### config.mk
export PLATFORM = sky130hd
export DESIGN_NAME = watchdog_timer_registers_flat
export DESIGN_NICKNAME = d
export VERILOG_FILES = /design/src/wdt_pkg.sv /design/src/wdt_in_if.sv /design/src/wdt_out_if.sv /design/src/wdt_front.sv /design/src/wdt_div.sv /design/src/wdt_back.sv /design/src/watchdog_timer_registers.sv /design/src/flat_wrapper.sv
export SDC_FILE = /design/constraint.sdc
export NUM_CORES = 2
export LEC_CHECK = 0
export ABC_AREA = 1
export BUFFER_PORTS_ARGS = -buffer_cell sky130_fd_sc_hd__buf_4
export CORE_MARGIN = 5
export CORE_UTILIZATION = 45
export DETAILED_ROUTE_END_ITERATION = 8
export HOLD_SLACK_MARGIN = 0.15
export SLEW_MARGIN = 20
export SYNTH_ARGS = -nofsm -noshare
export SYNTH_HDL_FRONTEND = slang
export SYNTH_SLANG_ARGS = --single-unit
### constraint.sdc
create_clock -name clk -period 8.1 [get_ports clk]
set_clock_uncertainty 0.1 [all_clocks]
set_input_delay 0.81 -clock clk [delete_from_list [all_inputs] [get_ports clk]]
set_output_delay 0.81 -clock clk [all_outputs]
set_load 0.03 [all_outputs]
### src/wdt_pkg.sv
// Shared widths, codes and types of the watchdog timer register block.
`default_nettype none

package wdt_pkg;

  localparam int unsigned OP_W   = 2;
  localparam int unsigned SEL_W  = 3;
  localparam int unsigned DATA_W = 32;
  localparam int unsigned TIME_W = 64;
  localparam int unsigned CTRL_W = 2;
  localparam int unsigned QW     = DATA_W;

  localparam int unsigned CTRL_EN_BIT = 0;

  localparam int unsigned     TICK_NS_DEF = 1000000;
  localparam logic [DATA_W-1:0] UNLOCK_KEY = 32'd1515870810;
  localparam logic [DATA_W-1:0] COUNT_MAX  = '1;

  typedef enum logic [OP_W-1:0] {
    OP_TICK  = 2'd0,
    OP_READ  = 2'd1,
    OP_WRITE = 2'd2
  } op_t;

  typedef enum logic [SEL_W-1:0] {
    REG_CTRL    = 3'd0,
    REG_LOAD    = 3'd1,
    REG_CURRENT = 3'd2,
    REG_STATUS  = 3'd3,
    REG_INT_EN  = 3'd4,
    REG_LOCK    = 3'd5,
    REG_UNLOCK  = 3'd6
  } sel_t;

  // Work left for the counter stage once the front stage has seen a word.
  typedef enum logic [2:0] {
    CMD_NONE      = 3'd0,
    CMD_TICK      = 3'd1,
    CMD_LOAD      = 3'd2,
    CMD_CLEAR     = 3'd3,
    CMD_RD_COUNT  = 3'd4,
    CMD_RD_STATUS = 3'd5,
    CMD_RD_DATA   = 3'd6
  } cmd_t;

  typedef struct packed {
    cmd_t              cmd;
    logic              sat;
    logic [DATA_W-1:0] data;
  } wdt_cmd_t;

endpackage

`default_nettype wire

### src/wdt_in_if.sv
// Input channel of the watchdog timer register block.
`default_nettype none

interface wdt_in_if;
  import wdt_pkg::*;

  logic              valid;
  logic              ready;
  logic [OP_W-1:0]   operation;
  logic [SEL_W-1:0]  reg_select;
  logic [DATA_W-1:0] write_value;
  logic [TIME_W-1:0] now_ns;

  modport source (output valid, output operation, output reg_select,
                  output write_value, output now_ns, input ready);
  modport sink   (input valid, input operation, input reg_select,
                  input write_value, input now_ns, output ready);
endinterface

`default_nettype wire

### src/wdt_out_if.sv
// Result channel of the watchdog timer register block.
`default_nettype none

interface wdt_out_if;
  import wdt_pkg::*;

  logic              valid;
  logic              ready;
  logic [DATA_W-1:0] read_data;
  logic              timeout_flag;

  modport source (output valid, output read_data, output timeout_flag, input ready);
  modport sink   (input valid, input read_data, input timeout_flag, output ready);
endinterface

`default_nettype wire

### src/wdt_front.sv
// Input register, register file and timestamp tracking of the watchdog block.
`default_nettype none

module wdt_front #(
  parameter int unsigned TICK_NS = wdt_pkg::TICK_NS_DEF,
  localparam int unsigned RW = $clog2(TICK_NS + 1) + wdt_pkg::QW
) (
  input  logic              clk,
  input  logic              rst_n,
  wdt_in_if.sink            in_ch,
  output logic              dn_valid,
  input  logic              dn_ready,
  output wdt_pkg::wdt_cmd_t dn_cmd,
  output logic [RW-1:0]     dn_rem
);
  import wdt_pkg::*;

  localparam logic [TIME_W-1:0] TICK_LEN = TIME_W'(TICK_NS);
  localparam logic [TIME_W-1:0] SAT_LEN  = TICK_LEN << QW;

  logic              v_r;
  logic [OP_W-1:0]   op_r;
  logic [SEL_W-1:0]  sel_r;
  logic [DATA_W-1:0] wv_r;
  logic [TIME_W-1:0] now_r;

  logic [CTRL_W-1:0] ctrl_r, ctrl_nxt;
  logic [DATA_W-1:0] reload_r, reload_nxt;
  logic              irq_r, irq_nxt;
  logic              lock_r, lock_nxt;
  logic [TIME_W-1:0] stamp_r, stamp_nxt;

  logic [TIME_W-1:0] elapsed;
  logic              move;

  assign in_ch.ready = !v_r || dn_ready;
  assign move        = v_r && dn_ready;
  assign dn_valid    = v_r;
  assign elapsed     = now_r - stamp_r;
  assign dn_rem      = elapsed[RW-1:0];

  always_comb begin
    ctrl_nxt   = ctrl_r;
    reload_nxt = reload_r;
    irq_nxt    = irq_r;
    lock_nxt   = lock_r;
    stamp_nxt  = stamp_r;
    dn_cmd     = '{cmd: CMD_NONE, sat: (elapsed >= SAT_LEN), data: '0};
    unique case (op_t'(op_r))
      OP_TICK: begin
        if (ctrl_r[CTRL_EN_BIT]) begin
          if (stamp_r == '0) begin
            stamp_nxt = now_r;
          end else if (elapsed >= TICK_LEN) begin
            stamp_nxt  = now_r;
            dn_cmd.cmd = CMD_TICK;
          end
        end
      end
      OP_READ: begin
        unique case (sel_t'(sel_r))
          REG_CTRL: begin
            dn_cmd.cmd  = CMD_RD_DATA;
            dn_cmd.data = {{(DATA_W-CTRL_W){1'b0}}, ctrl_r};
          end
          REG_LOAD: begin
            dn_cmd.cmd  = CMD_RD_DATA;
            dn_cmd.data = reload_r;
          end
          REG_CURRENT: dn_cmd.cmd = CMD_RD_COUNT;
          REG_STATUS:  dn_cmd.cmd = CMD_RD_STATUS;
          REG_INT_EN: begin
            dn_cmd.cmd  = CMD_RD_DATA;
            dn_cmd.data = {{(DATA_W-1){1'b0}}, irq_r};
          end
          REG_LOCK: begin
            dn_cmd.cmd  = CMD_RD_DATA;
            dn_cmd.data = {{(DATA_W-1){1'b0}}, lock_r};
          end
          default: ;
        endcase
      end
      OP_WRITE: begin
        unique case (sel_t'(sel_r))
          REG_CTRL: begin
            ctrl_nxt = wv_r[CTRL_W-1:0];
            if (wv_r[CTRL_EN_BIT]) begin
              dn_cmd.cmd  = CMD_LOAD;
              dn_cmd.data = reload_r;
            end
          end
          REG_LOAD: reload_nxt = wv_r;
          REG_STATUS: begin
            if (wv_r[0]) begin
              dn_cmd.cmd = CMD_CLEAR;
            end
          end
          REG_INT_EN: irq_nxt  = wv_r[0];
          REG_LOCK:   lock_nxt = 1'b1;
          REG_UNLOCK: begin
            if (wv_r == UNLOCK_KEY) begin
              lock_nxt = 1'b0;
            end
          end
          default: ;
        endcase
      end
      default: ;
    endcase
  end

  always_ff @(posedge clk) begin
    if (!rst_n) begin
      v_r      <= 1'b0;
      ctrl_r   <= '0;
      reload_r <= COUNT_MAX;
      irq_r    <= 1'b0;
      lock_r   <= 1'b1;
      stamp_r  <= '0;
    end else begin
      if (in_ch.ready) begin
        v_r <= in_ch.valid;
      end
      if (move) begin
        ctrl_r   <= ctrl_nxt;
        reload_r <= reload_nxt;
        irq_r    <= irq_nxt;
        lock_r   <= lock_nxt;
        stamp_r  <= stamp_nxt;
      end
    end
  end

  always_ff @(posedge clk) begin
    if (in_ch.ready) begin
      op_r  <= in_ch.operation;
      sel_r <= in_ch.reg_select;
      wv_r  <= in_ch.write_value;
      now_r <= in_ch.now_ns;
    end
  end

endmodule

`default_nettype wire

### src/wdt_div.sv
// Two-stage reciprocal multiplier that turns elapsed nanoseconds into whole ticks.
`default_nettype none

module wdt_div #(
  parameter int unsigned TICK_NS = wdt_pkg::TICK_NS_DEF,
  localparam int unsigned RW = $clog2(TICK_NS + 1) + wdt_pkg::QW
) (
  input  logic                   clk,
  input  logic                   rst_n,
  input  logic                   up_valid,
  output logic                   up_ready,
  input  wdt_pkg::wdt_cmd_t      up_cmd,
  input  logic [RW-1:0]          up_rem,
  output logic                   dn_valid,
  input  logic                   dn_ready,
  output wdt_pkg::wdt_cmd_t      dn_cmd,
  output logic [wdt_pkg::QW-1:0] dn_quo
);
  import wdt_pkg::*;

  localparam int unsigned PW    = 2 * TIME_W;
  localparam int unsigned HW    = TIME_W / 2;
  localparam int unsigned SHIFT = RW + $clog2(TICK_NS);

  // The quotient is the top part of the product with a rounded-up reciprocal.
  // With 2**l >= TICK_NS and the elapsed time below 2**RW, the rounding
  // error stays below one tick, so the quotient is exact.
  function automatic logic [TIME_W-1:0] recip_of(int unsigned divisor, int unsigned sh);
    logic [PW-1:0] scaled;
    scaled = PW'(1) << sh;
    return TIME_W'(scaled / PW'(divisor) + PW'(1));
  endfunction

  localparam logic [TIME_W-1:0] RECIP = recip_of(TICK_NS, SHIFT);
  localparam logic [HW-1:0]     M_LO  = RECIP[HW-1:0];
  localparam logic [HW-1:0]     M_HI  = RECIP[TIME_W-1:HW];

  logic              v0_r, v1_r;
  wdt_cmd_t          cmd0_r, cmd1_r;
  logic [TIME_W-1:0] ll_r, lh_r, hl_r, hh_r;
  logic [QW-1:0]     quo_r;
  logic [TIME_W-1:0] num;
  logic [PW-1:0]     prod;
  logic              rdy0, rdy1;

  assign num      = TIME_W'(up_rem);
  assign rdy1     = !v1_r || dn_ready;
  assign rdy0     = !v0_r || rdy1;
  assign up_ready = rdy0;
  assign dn_valid = v1_r;
  assign dn_cmd   = cmd1_r;
  assign dn_quo   = quo_r;

  assign prod = {{TIME_W{1'b0}}, ll_r}
              + {{HW{1'b0}}, lh_r, {HW{1'b0}}}
              + {{HW{1'b0}}, hl_r, {HW{1'b0}}}
              + {hh_r, {TIME_W{1'b0}}};

  always_ff @(posedge clk) begin
    if (!rst_n) begin
      v0_r <= 1'b0;
      v1_r <= 1'b0;
    end else begin
      if (rdy0) begin
        v0_r <= up_valid;
      end
      if (rdy1) begin
        v1_r <= v0_r;
      end
    end
  end

  always_ff @(posedge clk) begin
    if (rdy0) begin
      cmd0_r <= up_cmd;
      ll_r   <= {{HW{1'b0}}, num[HW-1:0]} * {{HW{1'b0}}, M_LO};
      lh_r   <= {{HW{1'b0}}, num[HW-1:0]} * {{HW{1'b0}}, M_HI};
      hl_r   <= {{HW{1'b0}}, num[TIME_W-1:HW]} * {{HW{1'b0}}, M_LO};
      hh_r   <= {{HW{1'b0}}, num[TIME_W-1:HW]} * {{HW{1'b0}}, M_HI};
    end
    if (rdy1) begin
      cmd1_r <= cmd0_r;
      quo_r  <= prod[SHIFT +: QW];
    end
  end

endmodule

`default_nettype wire

### src/wdt_back.sv
// Down-counter, sticky timeout bit and result register of the watchdog block.
`default_nettype none

module wdt_back (
  input  logic                   clk,
  input  logic                   rst_n,
  input  logic                   up_valid,
  output logic                   up_ready,
  input  wdt_pkg::wdt_cmd_t      up_cmd,
  input  logic [wdt_pkg::QW-1:0] up_quo,
  wdt_out_if.source              out_ch
);
  import wdt_pkg::*;

  logic              out_v_r;
  logic [DATA_W-1:0] rd_r, rd_nxt;
  logic [DATA_W-1:0] count_r, count_nxt;
  logic              to_r, to_nxt;
  logic [DATA_W-1:0] dec;
  logic              move;

  assign up_ready = !out_v_r || out_ch.ready;
  assign move     = up_valid && up_ready;
  assign dec      = up_cmd.sat ? COUNT_MAX : up_quo;

  assign out_ch.valid        = out_v_r;
  assign out_ch.read_data    = rd_r;
  assign out_ch.timeout_flag = to_r;

  always_comb begin
    count_nxt = count_r;
    to_nxt    = to_r;
    rd_nxt    = '0;
    unique case (up_cmd.cmd)
      CMD_NONE: ;
      CMD_TICK: begin
        if (dec >= count_r) begin
          count_nxt = '0;
          to_nxt    = 1'b1;
        end else begin
          count_nxt = count_r - dec;
        end
      end
      CMD_LOAD:      count_nxt = up_cmd.data;
      CMD_CLEAR:     to_nxt    = 1'b0;
      CMD_RD_COUNT:  rd_nxt    = count_r;
      CMD_RD_STATUS: rd_nxt    = {{(DATA_W-1){1'b0}}, to_r};
      CMD_RD_DATA:   rd_nxt    = up_cmd.data;
      default: ;
    endcase
  end

  always_ff @(posedge clk) begin
    if (!rst_n) begin
      out_v_r <= 1'b0;
      count_r <= COUNT_MAX;
      to_r    <= 1'b0;
    end else begin
      if (up_ready) begin
        out_v_r <= up_valid;
      end
      if (move) begin
        count_r <= count_nxt;
        to_r    <= to_nxt;
      end
    end
  end

  always_ff @(posedge clk) begin
    if (move) begin
      rd_r <= rd_nxt;
    end
  end

endmodule

`default_nettype wire

### src/watchdog_timer_registers.sv
// Watchdog timer register block: top level.
//
// Every word on in_ch is a time tick (operation 0, now_ns), a register read
// (operation 1) or a register write (operation 2, write_value). Every word
// gives exactly one word on out_ch: read_data for a read, zero otherwise,
// and the sticky timeout bit as it stands after that word.
// The front stage holds the control, load, interrupt enable and lock
// registers and the last timestamp; it also forms the elapsed time. A
// two-stage reciprocal multiplier then turns the elapsed time into whole
// ticks, with 32 by 32 bit partial products in its first stage and their
// sum in its second, and the last stage updates the down-counter and the
// timeout bit before the result register.
// When out_ch is not stalled, one word is accepted and one result is
// delivered in every cycle.
// Reset clears the pipeline and loads the register reset values; no
// clearing pass is needed, so in_ch may be used in the cycle after reset.
// When the receiver stalls, the result is held and the words behind it move
// up into empty stages; in_ch.ready falls only when every stage is full.
`default_nettype none

module watchdog_timer_registers #(
  parameter int unsigned TICK_NS = wdt_pkg::TICK_NS_DEF,
  localparam int unsigned RW = $clog2(TICK_NS + 1) + wdt_pkg::QW
) (
  input  logic      clk,
  input  logic      rst_n,
  wdt_in_if.sink    in_ch,
  wdt_out_if.source out_ch
);
  import wdt_pkg::*;

  logic          f2d_valid;
  logic          f2d_ready;
  wdt_cmd_t      f2d_cmd;
  logic [RW-1:0] f2d_rem;

  logic          d2b_valid;
  logic          d2b_ready;
  wdt_cmd_t      d2b_cmd;
  logic [QW-1:0] d2b_quo;

  wdt_front #(.TICK_NS(TICK_NS)) u_front (
    .clk      (clk),
    .rst_n    (rst_n),
    .in_ch    (in_ch),
    .dn_valid (f2d_valid),
    .dn_ready (f2d_ready),
    .dn_cmd   (f2d_cmd),
    .dn_rem   (f2d_rem)
  );

  wdt_div #(.TICK_NS(TICK_NS)) u_div (
    .clk      (clk),
    .rst_n    (rst_n),
    .up_valid (f2d_valid),
    .up_ready (f2d_ready),
    .up_cmd   (f2d_cmd),
    .up_rem   (f2d_rem),
    .dn_valid (d2b_valid),
    .dn_ready (d2b_ready),
    .dn_cmd   (d2b_cmd),
    .dn_quo   (d2b_quo)
  );

  wdt_back u_back (
    .clk      (clk),
    .rst_n    (rst_n),
    .up_valid (d2b_valid),
    .up_ready (d2b_ready),
    .up_cmd   (d2b_cmd),
    .up_quo   (d2b_quo),
    .out_ch   (out_ch)
  );

endmodule

`default_nettype wire

### src/flat_wrapper.sv
// flat-port wrapper written by rule: the top's interface ports become plain ports
module watchdog_timer_registers_flat import wdt_pkg::*;
#(
  parameter int unsigned TICK_NS = wdt_pkg::TICK_NS_DEF,
  localparam int unsigned RW = $clog2(TICK_NS + 1) + wdt_pkg::QW
)
  (clk, rst_n, in_ch_valid, in_ch_operation, in_ch_reg_select, in_ch_write_value, in_ch_now_ns, in_ch_ready, out_ch_valid, out_ch_read_data, out_ch_timeout_flag, out_ch_ready);
  wdt_in_if in_ch_i ();
  wdt_out_if out_ch_i ();
  input  logic clk;
  input  logic rst_n;
  input wire logic [$bits(in_ch_i.valid)-1:0] in_ch_valid;
  input wire logic [$bits(in_ch_i.operation)-1:0] in_ch_operation;
  input wire logic [$bits(in_ch_i.reg_select)-1:0] in_ch_reg_select;
  input wire logic [$bits(in_ch_i.write_value)-1:0] in_ch_write_value;
  input wire logic [$bits(in_ch_i.now_ns)-1:0] in_ch_now_ns;
  output wire logic [$bits(in_ch_i.ready)-1:0] in_ch_ready;
  output wire logic [$bits(out_ch_i.valid)-1:0] out_ch_valid;
  output wire logic [$bits(out_ch_i.read_data)-1:0] out_ch_read_data;
  output wire logic [$bits(out_ch_i.timeout_flag)-1:0] out_ch_timeout_flag;
  input wire logic [$bits(out_ch_i.ready)-1:0] out_ch_ready;
  assign in_ch_i.valid = in_ch_valid;
  assign in_ch_i.operation = in_ch_operation;
  assign in_ch_i.reg_select = in_ch_reg_select;
  assign in_ch_i.write_value = in_ch_write_value;
  assign in_ch_i.now_ns = in_ch_now_ns;
  assign in_ch_ready = in_ch_i.ready;
  assign out_ch_valid = out_ch_i.valid;
  assign out_ch_read_data = out_ch_i.read_data;
  assign out_ch_timeout_flag = out_ch_i.timeout_flag;
  assign out_ch_i.ready = out_ch_ready;
  watchdog_timer_registers #(.TICK_NS(TICK_NS)) u_core (.clk(clk), .rst_n(rst_n), .in_ch(in_ch_i), .out_ch(out_ch_i));
endmodule
==> results.py <==
metrics = {
    "global_routing": {
        "grt_pass1_vias": 69604,
        "grt.overflow.total": 0,
        "grt_max_degree": 175,
        "grt_pass1_wl_um": 436000,
        "groute.usage.overall": 0.323,
        "antenna_found_initial": 5,
    },
    "detailed_routing": {
        "via_count": 66749,
        "totalWireLength_um": 294000,
        "drc": 0,
        "viasPerCell": 5.06,
        "drt_iter0_markers": 4913,
        "drt_pre_antenna_iters": 6,
        "antenna_left": 0,
        "wl_per_cell_um": 22.3,
    },
    "cts": {
        "cts.sinks": 546,
        "clk_latency_ps": 690,
        "cts_tree": "built",
        "htree_levels": 3,
        "clk_root_buffer_cell": "clkbuf_16",
        "cts_buffer_depth": 3,
        "numCtsBuffers": 66,
        "clk_pin_slew_ps": 60,
    },
    "cells_and_area": {
        "layout_commonest_cell": "inv_1",
        "finish.instance_area_um2": 104000,
        "layout.nets": 13158,
        "layout_common_cells": "inv_1 (2240), buf_4 (1688), nand2_1 (1174), ha_1 (964), fa_1 (953)",
        "drive_above_1_share": 0.286,
        "syn_to_final_growth_pct": 33.5,
    },
    "worst_setup_path": {
        "slowest_delay_ps": 570,
        "reg2reg_to": "u_core.u_div.ll_r[63]$_DFFE_PP_",
        "cp-endpoint": "u_core.u_div.ll_r[63]$_DFFE_PP_",
        "endpoint_kind": "flop",
        "critPathMaxFanout": 6,
        "critPathKind": "flop to flop",
        "reg2reg_slack_ps": -240,
        "r2r_cells": 34,
        "cp_slowest_cell": "fa_1",
        "critPathLaunch": "u_core.u_front.now_r[6]$_DFFE_PP_",
        "startpoint_type": "flop",
        "required_ps": 8390,
        "regToRegStartpoint": "u_core.u_front.now_r[6]$_DFFE_PP_",
        "cp.arrival_ps": 8630,
    },
    "sta": {
        "setup_viol": 40,
        "setup_slack_ps": -241,
        "finalHoldViolCount": 0,
        "post-route-period-util": 1.03,
        "fin_crit_ps": 8340,
        "tightestPinTransition_ps": 1150,
        "slew_headroom": 0.235,
        "rsz0062_at_grt": "true",
        "finalMaxSlewViolations": 0,
        "max_freq_mhz": 120,
    },
    "floorplanning": {
        "chipHeight_um": 427,
        "rows": 153,
        "die_area_um2": 182000,
        "initial_utilization": 0.451,
        "core_um2": 173000,
        "fp.dieW_um": 427,
        "io_pins": 140,
    },
    "placed_design": {
        "dpl-instance-area_um2": 93500,
        "gp_congestion": 1.01,
        "port-buffer-count": 139,
        "dp_hpwl_um": 255000,
    },
    "synth": {
        "syn_avg_cell_area_um2": 8.71,
        "netlist_instances": 8976,
        "synth-async-reset-ratio": 0,
        "netlist_area_um2": 78200,
        "yosys_warnings": 0,
        "synthFlopType": "edfxtp_1",
        "synth-edff-count": 409,
        "synth.net_count": 11315,
        "ys_types": 57,
        "ys_seq_area_frac": 0.192,
        "ys_ff_latch": 546,
    },
    "outcome": {
        "status": "finished with violations",
        "violations": "negative setup slack",
    },
    "flow_run": {
        "maxCapViolCount": 0,
    },
    "hold_path": {
        "hp-class": "input pin to flop",
        "hold_depth": 1,
    },
}
cells by family (layout without fill, tap and decap cells):
logic type,count (synthesis),after routing,synth area share
xor+xnor,258,258,0.0290
simple gates,2361,2361,0.122
other cells,0,1,0
flops,546,546,0.192
fa+ha+maj,2234,2234,0.460
buf+inv,2561,4456,0.123
compound gates,1016,1016,0.0730
repair_timing:
item                                    in CTS  in global routing
setup buffers                              135                105
resized for setup                          942                590
endpoints found under the setup margin     125                114
endpoints found under the hold margin       12                  0
pin swaps                                  390                323
hold buffers                                12                  0
worst min-delay path by stage:
stage / start / end
4_1_cts: in_ch_reg_select[1] / u_core.u_front.sel_r[1]$_DFFE_PP_
3_5_place_dp: u_core.u_div.cmd0_r[24]$_DFFE_PP_ / u_core.u_div.dn_cmd[24]$_DFFE_PP_
2_1_floorplan: u_core.u_div.cmd0_r[0]$_DFFE_PP_ / u_core.u_div.dn_cmd[0]$_DFFE_PP_
5_1_grt: in_ch_reg_select[1] / u_core.u_front.sel_r[1]$_DFFE_PP_
6_report: in_ch_write_value[23] / u_core.u_front.wv_r[23]$_DFFE_PP_
3_3_place_gp: u_core.u_div.cmd0_r[32]$_DFFE_PP_ / u_core.u_div.dn_cmd[32]$_DFFE_PP_
worst max-delay path, delay by kind of cell, from the launching register on:
family                     cells  cell delay (ps)
adders and majority gates     10             4430
xor gates and xnor gates       2              390
AOI/OAI and AO/OA              7             1250
and+or+nand+nor                6              630
buffers and inverters          9              830
DFF                            1              430
Yosys cell counts (11+ instances only):
master	count	area, um2
o211ai_1	36	270
a31oi_1	57	357
nand2_1	1332	5000
nand4_1	51	319
buf_1	11	41.3
o221ai_1	15	131
xor2_1	162	1420
o21bai_1	13	97.6
edfxtp_1	409	12300
nand3_1	232	1160
dfxtp_1	137	2740
o22ai_1	26	163
xnor2_1	95	832
ha_1	1163	14600
o21a_1	32	240
inv_1	2477	9300
nor3_1	51	255
a21o_1	23	173
a31o_2	11	96.3
clkbuf_1	49	184
o21ai_0	218	1090
fa_1	1071	21400
nor2_1	613	2300
nand3b_1	12	90.1
a21oi_1	527	2640
nor4_1	31	194
sequential cells by signal, indices dropped and copies added, names as in the netlist, 36 cells and up:
name / flops
u_core.u_div.hh_r: 40
u_core.u_div.dn_cmd: 36
u_core.u_div.hl_r: 47
u_core.u_front.stamp_r: 64
u_core.u_div.lh_r: 53
u_core.u_front.now_r: 64
u_core.u_div.cmd0_r: 36
metrics by stage:
step	TNS, ps	setup WS, ps	std cells	util	hold slack [ps]
after floorplan	-99.8	-40.9	8976	-	300
after global placement	-60270	-899	12836	0.539	301
after detailed placement	-66390	-945	12836	0.539	305
after CTS	-944	-126	13099	0.584	150
after global routing	-20500	-458	13196	0.602	175
final	-3900	-241	13197	0.602	206
per-layer routing:
layer	wire length (um)	global-route usage	part of all wire	up-vias
li1	-	-	-	31526
met1	133000	0.463	0.45	32858
met2	131000	0.508	0.44	2001
met3	19500	0.0493	0.066	360
met4	10500	0.0939	0.036	4
met5	26	0	0.000088	-
cell type report:
class                           instances  area [um2]
Antenna cell                            1        2.50
Clock buffer                           89        1820
Clock inverter                         31         429
Fill cell                           15350       69000
Inverter                             2486        9440
Multi-Input combinational cell       5869       59800
Sequential cell                       546       15000
Tap cell                             2325        2910
Timing Repair Buffer                 1850       14900
Power is left out: the tool's default activity adds up to more than one toggle a clock period on the data nets, which glitch-free logic cannot reach.
